File: config.mk
export PLATFORM = sky130hd
export DESIGN_NAME = mcmc_ctrl
export DESIGN_NICKNAME = d
export VERILOG_FILES = /design/src/hdl/mcmc_pkg.sv /design/src/hdl/mcmc_ctrl.sv
export SDC_FILE = /design/constraint.sdc
export NUM_CORES = 1
export LEC_CHECK = 0
export BUFFER_PORTS_ARGS = -buffer_cell sky130_fd_sc_hd__buf_2
export CAP_MARGIN = 20
export CORE_UTILIZATION = 50
export DETAILED_ROUTE_END_ITERATION = 8
export HOLD_SLACK_MARGIN = 0.15
export PLACE_DENSITY = 0.77
export SLEW_MARGIN = 10
export SYNTH_ARGS = -nofsm -noshare
export SYNTH_HDL_FRONTEND = slang
export SYNTH_SLANG_ARGS = --single-unit
File: constraint.sdc
create_clock -name clk_i -period 2.9 [get_ports clk_i]
set_clock_uncertainty 0.05 [all_clocks]
set_input_delay 0.435 -clock clk_i [delete_from_list [all_inputs] [get_ports clk_i]]
set_output_delay 0.435 -clock clk_i [all_outputs]
set_load 0.05 [all_outputs]
File: src/hdl/mcmc_pkg.sv
// ----------------------------------------------------------------------------
// mcmc_pkg
// Shared types, widths and helpers for the matrix-chain minimum-cost block.
// ----------------------------------------------------------------------------
`default_nettype none

package mcmc_pkg;

  // Fixed field widths of the channels.
  localparam int unsigned DIM_IN_W = 16;
  localparam int unsigned COST_O_W = 52;
  localparam int unsigned COUNT_O_W = 5;
  localparam int unsigned SPLIT_O_W = 4;

  // Internal cost width: sums saturate at the 64-bit maximum.
  localparam int unsigned COST_W = 64;

  typedef enum logic [3:0] {
    S_IDLE,
    S_START,
    S_CELL0,
    S_CELL1,
    S_CELL2,
    S_K0,
    S_K1,
    S_K2,
    S_K3,
    S_WR,
    S_FINISH
  } state_e;

  typedef enum logic [1:0] {
    OUT_ZERO,
    OUT_BEST,
    OUT_OVF
  } out_kind_e;

  typedef struct packed {
    logic      dim_we;
    logic      dim_rd;
    logic      pim1_ld;
    logic      pj_ld;
    logic      best_init;
    logic      cost_rd;
    logic      a_zero;
    logic      b_zero;
    logic      mul1;
    logic      mul2;
    logic      acc;
    logic      cost_wr;
    logic      out_ld;
    out_kind_e out_kind;
  } cmd_t;

  function automatic logic [COST_W-1:0] sat_add(input logic [COST_W-1:0] a,
                                                input logic [COST_W-1:0] b);
    logic [COST_W:0] s;
    s = {1'b0, a} + {1'b0, b};
    return s[COST_W] ? {COST_W{1'b1}} : s[COST_W-1:0];
  endfunction

endpackage

`default_nettype wire

File: src/hdl/mcmc_ctrl.sv
// ----------------------------------------------------------------------------
// mcmc_ctrl
// Sequencer: loads the chain, walks diagonals, cells and splits, hands over.
// ----------------------------------------------------------------------------
`default_nettype none

module mcmc_ctrl #(
  parameter int unsigned MAX_MATRICES = 16
) (
  input  wire logic                              clk_i,
  input  wire logic                              rst_ni,
  input  wire logic                              in_valid_i,
  input  wire logic                              last_dim_i,
  output logic                                   in_stall_o,
  output logic                                   out_valid_o,
  input  wire logic                              out_stall_i,
  output mcmc_pkg::cmd_t                         cmd_o,
  output logic [$clog2(MAX_MATRICES+1)-1:0]      dim_waddr_o,
  output logic [$clog2(MAX_MATRICES+1)-1:0]      dim_raddr_o,
  output logic [$clog2(MAX_MATRICES+1)-1:0]      i_o,
  output logic [$clog2(MAX_MATRICES+1)-1:0]      j_o,
  output logic [$clog2(MAX_MATRICES+1)-1:0]      k_o,
  output logic [$clog2(MAX_MATRICES+1)-1:0]      n_o
);

  localparam int unsigned NDIM  = MAX_MATRICES + 1;
  localparam int unsigned IDX_W = $clog2(NDIM);
  localparam int unsigned CNT_W = $clog2(NDIM + 1);

  mcmc_pkg::state_e state_q, state_d;
  logic [CNT_W-1:0] count_q, count_d;
  logic             ovf_q, ovf_d;
  logic [IDX_W-1:0] d_q, d_d, i_q, i_d, k_q, k_d;
  logic             out_valid_q, out_valid_d;
  logic             accept;
  logic             full;
  logic [IDX_W-1:0] j, n;

  assign full    = (count_q == CNT_W'(NDIM));
  assign accept  = in_valid_i && (state_q == mcmc_pkg::S_IDLE);
  assign j       = i_q + d_q;
  assign n       = IDX_W'(count_q - CNT_W'(1));
  assign in_stall_o  = (state_q != mcmc_pkg::S_IDLE);
  assign out_valid_o = out_valid_q;
  assign dim_waddr_o = count_q[IDX_W-1:0];
  assign i_o = i_q;
  assign j_o = j;
  assign k_o = k_q;
  assign n_o = n;

  // Next state and loop counters.
  always_comb begin
    state_d = state_q;
    count_d = count_q;
    ovf_d   = ovf_q;
    d_d     = d_q;
    i_d     = i_q;
    k_d     = k_q;
    unique case (state_q)
      mcmc_pkg::S_IDLE: begin
        if (accept) begin
          if (full) ovf_d = 1'b1;
          else      count_d = count_q + CNT_W'(1);
          if (last_dim_i) state_d = mcmc_pkg::S_START;
        end
      end
      mcmc_pkg::S_START: begin
        if (ovf_q || (count_q < CNT_W'(3))) begin
          state_d = mcmc_pkg::S_FINISH;
        end else begin
          d_d = IDX_W'(1);
          i_d = IDX_W'(1);
          state_d = mcmc_pkg::S_CELL0;
        end
      end
      mcmc_pkg::S_CELL0: state_d = mcmc_pkg::S_CELL1;
      mcmc_pkg::S_CELL1: state_d = mcmc_pkg::S_CELL2;
      mcmc_pkg::S_CELL2: begin
        k_d = i_q;
        state_d = mcmc_pkg::S_K0;
      end
      mcmc_pkg::S_K0: state_d = mcmc_pkg::S_K1;
      mcmc_pkg::S_K1: state_d = mcmc_pkg::S_K2;
      mcmc_pkg::S_K2: state_d = mcmc_pkg::S_K3;
      mcmc_pkg::S_K3: begin
        if (k_q == j - IDX_W'(1)) begin
          state_d = mcmc_pkg::S_WR;
        end else begin
          k_d = k_q + IDX_W'(1);
          state_d = mcmc_pkg::S_K0;
        end
      end
      mcmc_pkg::S_WR: begin
        if (j == n) begin
          if (d_q == n - IDX_W'(1)) begin
            state_d = mcmc_pkg::S_FINISH;
          end else begin
            d_d = d_q + IDX_W'(1);
            i_d = IDX_W'(1);
            state_d = mcmc_pkg::S_CELL0;
          end
        end else begin
          i_d = i_q + IDX_W'(1);
          state_d = mcmc_pkg::S_CELL0;
        end
      end
      mcmc_pkg::S_FINISH: begin
        if (!out_valid_q || !out_stall_i) begin
          count_d = '0;
          ovf_d   = 1'b0;
          state_d = mcmc_pkg::S_IDLE;
        end
      end
      default: state_d = mcmc_pkg::S_IDLE;
    endcase
  end

  // Commands to the datapath.
  always_comb begin
    cmd_o          = '0;
    cmd_o.out_kind = mcmc_pkg::OUT_ZERO;
    dim_raddr_o    = k_q;
    out_valid_d    = out_valid_q && out_stall_i;
    unique case (state_q)
      mcmc_pkg::S_IDLE:  cmd_o.dim_we = accept && !full;
      mcmc_pkg::S_CELL0: begin
        cmd_o.dim_rd = 1'b1;
        dim_raddr_o  = i_q - IDX_W'(1);
      end
      mcmc_pkg::S_CELL1: begin
        cmd_o.pim1_ld = 1'b1;
        cmd_o.dim_rd  = 1'b1;
        dim_raddr_o   = j;
      end
      mcmc_pkg::S_CELL2: begin
        cmd_o.pj_ld     = 1'b1;
        cmd_o.best_init = 1'b1;
      end
      mcmc_pkg::S_K0: begin
        cmd_o.dim_rd  = 1'b1;
        cmd_o.cost_rd = 1'b1;
      end
      mcmc_pkg::S_K1: begin
        cmd_o.mul1   = 1'b1;
        cmd_o.a_zero = (k_q == i_q);
        cmd_o.b_zero = (k_q + IDX_W'(1) == j);
      end
      mcmc_pkg::S_K2: cmd_o.mul2 = 1'b1;
      mcmc_pkg::S_K3: cmd_o.acc = 1'b1;
      mcmc_pkg::S_WR: cmd_o.cost_wr = 1'b1;
      mcmc_pkg::S_FINISH: begin
        if (ovf_q)                        cmd_o.out_kind = mcmc_pkg::OUT_OVF;
        else if (count_q >= CNT_W'(3))    cmd_o.out_kind = mcmc_pkg::OUT_BEST;
        else                              cmd_o.out_kind = mcmc_pkg::OUT_ZERO;
        if (!out_valid_q || !out_stall_i) begin
          cmd_o.out_ld = 1'b1;
          out_valid_d  = 1'b1;
        end
      end
      default: ;
    endcase
  end

  always_ff @(posedge clk_i or negedge rst_ni) begin
    if (!rst_ni) begin
      state_q     <= mcmc_pkg::S_IDLE;
      count_q     <= '0;
      ovf_q       <= 1'b0;
      d_q         <= '0;
      i_q         <= '0;
      k_q         <= '0;
      out_valid_q <= 1'b0;
    end else begin
      state_q     <= state_d;
      count_q     <= count_d;
      ovf_q       <= ovf_d;
      d_q         <= d_d;
      i_q         <= i_d;
      k_q         <= k_d;
      out_valid_q <= out_valid_d;
    end
  end

endmodule

`default_nettype wire

# After elaboration in Yosys (flattened, before gate mapping)
# Cells that the tools add are included.
# totals
input_bits	5
register_bits	26
wordCells	105
output_inout_bits	47
# classes
n_reduce_logical	20
n_mux	41
addsub	9
order_cmp	2
eq_ne	26
# op_table
operator	count
$pmux W5 S2	5
$mux W5	9
$pmux W4 S11	1
$mux W4	7
$eq A5 B5 Y1	5
$add A5 B1 Y5 const B	4
$sub A5 B1 Y5 const B	4
$ne A2 B2 Y1 const B	9
$eq A4 B3 Y1 const B	4
$mux W1	14
$eq A4 B4 Y1 const B	3
$reduce_and A4 Y1	3
$eq A4 B2 Y1 const B	2
$mux W3	2
$reduce_and A3 Y1	2
$reduce_bool A2 Y1	3
$add A5 B5 Y5	1
$eq A5 B5 Y1 const B	1
$ge A5 B2 Y1 const B	1
$lt A5 B2 Y1 const B	1
$eq A4 B1 Y1 const B	1
$logic_not A4 Y1	1
$mux W2	2
$reduce_bool A4 Y1	1
7 further kinds	12

# Logic depth before layout (Yosys ltp)
# Gate-level depths: netlist (run 1).
# logic_depth
word_depth	6
depth_mapped	11

# Least setup slack after synthesis (run 1)
# No wires, ideal clock.
# synth_timing
kind	register to output
start	register i_q[0] (netlist: i_o[0])
end	output cmd_o[7] (netlist bit)
setup_slack_ps	-1564
n_path_buf	0
arrival_ps	3979
stages_incl_launch_ff	8
t_required_ps	2415
cell_sequence	dfrtp_1 ha_1 fa_1 xor2_1 xnor2_1 xnor2_1 nand4_1 nor3_1
# synth_lines
element	line	rtl
start, declared	mcmc_ctrl.sv:33	logic [IDX_W-1:0] d_q, d_d, i_q, i_d, k_q, k_d;
start signal, assigned	mcmc_ctrl.sv:178	i_q <= i_d;
end, declared	mcmc_ctrl.sv:17	output mcmc_pkg::cmd_t cmd_o,

# Final worst setup path (run 1)
# layout_timing
start	register d_q[0]
end	register k_q[2] (netlist: k_o[2])
# layout_via
elab_chain_len	5
# layout_lines
element	line	rtl
start, declared	mcmc_ctrl.sv:33	
start signal, assigned	mcmc_ctrl.sv:169	d_q <= '0;
start signal, assigned	mcmc_ctrl.sv:177	d_q <= d_d;
$add A5 B5 Y5	mcmc_ctrl.sv:41	assign j = i_q + d_q;
$sub A5 B1 Y5	mcmc_ctrl.sv:86	if (k_q == j - IDX_W'(1)) begin
$eq A5 B5 Y1	mcmc_ctrl.sv:86	
$ne A2 B2 Y1 (no line)	n/a	
$reduce_and A2 Y1 (no line)	n/a	
end signal, assigned	mcmc_ctrl.sv:179	k_q <= k_d;
end, declared	mcmc_ctrl.sv:33	
# No other way between the ends.
# A chain may end at the register's enable or synchronous reset.

==> metrics, run 1 <==
First-pass DRT Iterations 4; Max clock buf depth 2; Critical Setup Path Class flip-flop to flip-flop; Slew Viols, Final 0; asr flop ratio synth 100%; worst endpoint required time 3.03 ns; Worst-Skew Late Latency around 0.28 ns; vias post-DR 2,459; ANT cells 0; Commonest cells post-synth dfrtp_1, nor2_1, nand2_1, xnor2_1, inv_1; Worst EP arrival ~3 ns; worst slew pin tran roughly 0.64 ns; CP endpoint kind flip-flop; io pins 52; Via-to-Cell Ratio 5.71; total track usage a little over a quarter; worst hold path class input pin to flip-flop; Synth area leader dfrtp_1; layout cells sized above 1 33.2%; FILL cells 400; Initial Util 52.0%; core area 0.00472 sq mm; initial antenna violation count 0; Post-Synthesis Cell Area between 0.002 and 0.0025 sq mm; Num CTS Buffers 3; Yosys warning count 0; DR DRC count 0; Die X-Extent 72.1 um; Setup Viol. Count Final 3; Syn Area/Cell 8.13 sq um; Unique masters post-synth 57; outcome complete, but fails checks; clk slew on worst S/H paths about 0.10 ns; PnR worst setup slack -0.0382 ns; sequential share of the synthesized area 26.5%; final wirelength ~6.6 mm; Achievable Freq approximately 340 MHz; final hold vios 0; dominant cell by count in the synthesized netlist dfrtp_1; first-pass GRT wire length 10.9 mm; Syn Inst Count 302; DP HPWL 4.92 mm; CTS H-tree lvls 1; Syn-to-layout area delta 30.3%; slew margin rel. 57.2%; IO buf count 51; total grt overflow 0; Tmin final just under 3 ns; dominant synthesized flop cell dfrtp_1; Synth top area share 26.5%; crit-path max FO 6; ANT nets after route 0; RSZ-0062 raised after global routing yes; Die Y 72.1 um; Max-cap violations 0; CTS sink count 26; synth top area cells dfrtp_1, xnor2_1, ha_1; Post-synth EDFFs 0; clk root buf clkbuf_8; fin nets 384; largest net degree at the start of global routing 27; FP Rows 25; failing checks setup timing; CTS tree done; #FFs+latches synth 26; initial detailed-routing violation count 192; die area 0.00520 sq mm; WL per Instance roughly 15 um; Place WS roughly 0.035 ns; final critical-path share of the clock period 101%; Syn Nets 321; vias in the first global route 2,257; gpl congestion just over 0.9; startpoint types flip-flop
==> timing repair <==
item | CTS | global route
gates resized for setup | 7 | 12
setup buffers | 3 | 3
pin swaps | 7 | 6
endpoints found under the hold margin | 14 | 0
hold buffers | 1 | 0
setup endpoints to repair | 2 | 6
==> registers in the layout, summed over array words and instances, names as in the netlist <==
register     cells
k_o              5
state_q          4
d_q              5
ovf_q            1
i_o              5
out_valid_o      1
dim_waddr_o      5
==> cell families (layout without fill, tap and decap cells) <==
kind of cell | Yosys count | count (layout) | share of synthesized area, %
and+or+nand+nor | 109 | 109 | 22.4
muxes | 5 | 5 | 2.19
DFF | 26 | 26 | 26.5
AOI/OAI and AO/OA | 64 | 64 | 17.6
adders and majority gates | 14 | 14 | 7.44
xor gates and xnor gates | 41 | 41 | 16.9
buffers and inverters | 43 | 105 | 7.03
==> final timing paths <==
path	startpoint	to	slack (ns)	cells after the start
worst max-delay path	d_q[0]	k_o[2]	-0.04	12
worst max register to register	d_q[0]	k_o[2]	-0.04	12
max in group asynchronous	rst_ni	i_o[0]	1.69	2
worst min-delay path	out_stall_i	out_valid_o	0.35	3
min in group asynchronous	rst_ni	state_q[0]	0.65	2
worst min register to register	out_valid_o	out_valid_o	0.50	2
==> critical path: stages (launching register included) <==
cell and delay [ns]:
dfrtp_1 0.43, ha_4 0.18, fa_2 0.35, buf_4 0.16, xor2_4 0.16, buf_4 0.16
nor2_1 0.07, o21ai_1 0.10, xnor3_1 0.39, nor3_4 0.38, buf_4 0.18, o41ai_1 0.06
a21o_1 0.16
==> cell type report <==
type,count,area [sq um],share of cell area (%)
multi-input cells,233,1840,57.3
flip-flops and latches,26,654,20.4
repair buffers,79,480,15.0
inverters,22,91.3,2.85
well taps,67,83.8,2.62
clock buffers,4,55.1,1.72
==> cells in the final DEF (no fill, tap or decap), types with 9 or more instances in the layout <==
master / count
nor2_1: 23
ha_1: 11
nand3_1: 10
nand2_1: 24
o21ai_0: 9
xor2_1: 11
buf_4: 27
dfrtp_1: 23
nor3_1: 14
inv_1: 18
xnor2_1: 20
a21oi_1: 10
buf_2: 49
==> stage by stage <==
| step | TNS, ns | cells | area (sq um) | utilization (%) | hold WS (ns) |
|---|---|---|---|---|---|
| detailed placement | 0 | 420 | 3010 | 63.7 | 0.452 |
| floorplan | -2.89 | 302 | 2620 | - | 0.0894 |
| global route | -0.642 | 431 | 3200 | 67.8 | 0.377 |
| CTS | -0.00343 | 428 | 3130 | 66.3 | 0.352 |
| finish | -0.0785 | 431 | 3200 | 67.8 | 0.351 |
| global placement | 0 | 420 | 3010 | 63.7 | 0.451 |
==> layer usage <==
metal  GRT usage [%]  vias up  part of all wire, %
li1                -     1194                    -
met1            37.0     1164                   44
met2            43.8       85                   48
met3            3.06       16                  5.1
met4            8.28        0                  2.7
met5               0        -                    0
Power of run 1 is left out: the tool's default activity adds up to more than one toggle a clock period on the data nets, which glitch-free logic cannot reach.
==> run 2, diff against run 1 <==
--- a/config.mk
+++ b/config.mk
@@ -15,3 +15,4 @@
 export SYNTH_ARGS = -nofsm -noshare
 export SYNTH_HDL_FRONTEND = slang
 export SYNTH_SLANG_ARGS = --single-unit
+export TNS_END_PERCENT = 10
==> constraint.sdc (replaced) <==
create_clock -name clk_i -period 2.9 [get_ports clk_i]
set_clock_uncertainty 0.05 [all_clocks]
set_input_delay 0.29 -clock clk_i [delete_from_list [all_inputs] [get_ports clk_i]]
set_output_delay 0.29 -clock clk_i [all_outputs]
set_load 0.05 [all_outputs]
==> run 2 against run 1 <==
Global-route usage shrank 1.4 points. Final cell count shrank 1.6%. Via count is 2.2% lower. Non-clock buffer count is 7 lower. Critical path depth decreased by 2. Flip-flop and latch count unchanged. Core utilization shrank 2.8 points. Cell area shrank 4.1%. The run now ends clean. Critical path type is now flip-flop to output port. Maximum frequency grew 5.4%. Register-to-register slack better by 0.16 ns. Worst hold slack worse by 0.13 ns. Highest routed layer unchanged.
==> metrics, run 2 (synthesis gave the netlist of run 1 again) <==
CTS H-tree lvls 1 (unchanged); Num CTS Buffers 3 (unchanged); final wirelength 6.49 mm (-2.3%); vias in the first global route 2,117 (-6.2%); commonest non-fill, non-tap cell in the layout buf_2; worst hold path class input pin to flip-flop; Tmin final 2.79 ns (-0.150 ns); gpl congestion 0.876 (-3.9%); DR DRC count 0 (unchanged); CP peak stage delay 0.40 ns (-0.03 ns); initial antenna violation count 0 (unchanged); largest delay contributor family on the critical path adder cells; IO buf count 51 (unchanged); ANT cells 0 (unchanged); Syn-to-layout area delta 25.0%; CP endpoint kind output port; worst-path cell chain ha_2 > fa_2 > a21o_1 > a21oi_4 > xnor2_2 > buf_4 > inv_1 > a21oi_2 > o21ai_2 > buf_4; WL per Instance 15.3 um (-0.68%); Max clock buf depth 2 (unchanged); Worst-Skew Late Latency 0.27 ns (about the same); Slew Viols, Final 0 (unchanged); outcome complete, no violations; Die X-Extent 72.1 um (unchanged); Worst path slowest cell dfrtp_1; most frequent cells in the layout buf_2, nor2_1, dfrtp_1; dpl cells 417 (-0.71%); fin nets 377 (-1.8%); worst slew pin tran 0.650 ns (+0.00841 ns); Critical Setup Path Class flip-flop to output port; worst endpoint required time 2.56 ns (-0.47 ns); clk slew on worst S/H paths 0.10 ns (about the same); FP Rows 25 (unchanged); io pins 52 (unchanged); initial detailed-routing violation count 148 (-23%); RSZ-0062 raised after global routing no; First-pass DRT Iterations 4 (unchanged); total grt overflow 0 (unchanged); total track usage 25.3% (-1.4 points); final critical-path share of the clock period 96.1% (-5.2 points); worst path buffer plus inverter count 3 (unchanged); CTS tree done; Core Util, Final 65.0% (-2.8 points); die area 0.00520 sq mm (unchanged); largest net degree at the start of global routing 27 (unchanged); CTS sink count 26 (unchanged); core area 0.00472 sq mm (unchanged); Max-cap violations 0 (unchanged); hold slack 0.226 ns (-0.125 ns); first-pass GRT wire length 10.4 mm (-5.4%); ANT nets after route 0 (unchanged); Initial Util 52.0% (unchanged); Setup Viol. Count Final 0 (-3); vias post-DR 2,405 (-2.2%); Achievable Freq 359 MHz (+5.4%); crit-path max FO 2 (-4); startpoint types flip-flop; clk root buf clkbuf_8; cell mode on critical path buf_4; Layout Cells excl Fill 424 (-1.6%); Via-to-Cell Ratio 5.67 (-0.58%); slew margin rel. 55.6% (-1.7 points); final hold vios 0 (unchanged); DP HPWL 4.76 mm (-3.2%); Worst EP arrival 2.45 ns (-0.62 ns); layout cells sized above 1 28.6% (-4.7 points); Die Y 72.1 um (unchanged)
-- run 2: cell count changes in the layout (fill, tap and decap cells not counted), moves of 2 or more --
cell      before  now
buf_4         27   21
o21ai_4        2    0
nor2_1        23   25
a221oi_1       1    3
o21ai_0        9   11
dfrtp_1       23   25
dfrtp_2        3    1
a221oi_2       2    0
-- run 2: timing repair --
action                     CTS  global route
hold buffers                 1             0
setup endpoints to repair    2             9
buffers inserted             0             2
gates resized for setup      3            11
pin swaps                    0             5
hold endpoints to repair    26             0
-- run 2: worst min-delay path, cell delays in order --
cell	delay (ns)
buf_2	0.09
nand2_1	0.07
nand2_1	0.07
-- run 2: per-layer routing --
layer / GRT usage (%) / vias up / share of wire [%]
li1: - / 1166 / -
met1: 35.6 / 1134 / 44
met2: 42.2 / 99 / 49
met3: 2.78 / 6 / 5.9
met4: 5.23 / 0 / 0.88
met5: 0 / - / 0
-- run 2: cell type report --
cell class | instances | area [sq um]
clock buffer | 4 | 55.1
multi-input combinational | 233 | 1770
tap | 67 | 83.8
fill | 400 | 1650
timing repair buffer | 72 | 424
sequential | 26 | 652
inverter | 22 | 88.8
-- run 2: metrics by stage --
stage	setup slack [ns]	cell area (sq um)	setup TNS [ns]
after global routing	0.00186	3070	0
final	0.112	3070	0
after detailed placement	0.0528	2920	0
after floorplan	-0.414	2550	-4.97
after global placement	0.102	2920	0
after CTS	0.0281	3010	0
-- run 2: final timing paths --
kind | start | slack [ns] | cells after the start | endpoint
max | i_o[0] | 0.11 | 10 | dim_raddr_o[4]
min | out_stall_i | 0.23 | 3 | out_valid_o
max reg2reg | i_o[0] | 0.12 | 11 | i_o[3]
min reg2reg | out_valid_o | 0.52 | 2 | out_valid_o
max in group asynchronous | rst_ni | 1.83 | 2 | dim_waddr_o[0]
min in group asynchronous | rst_ni | 0.52 | 2 | i_o[2]
Power of run 2 is left out for the same reason.
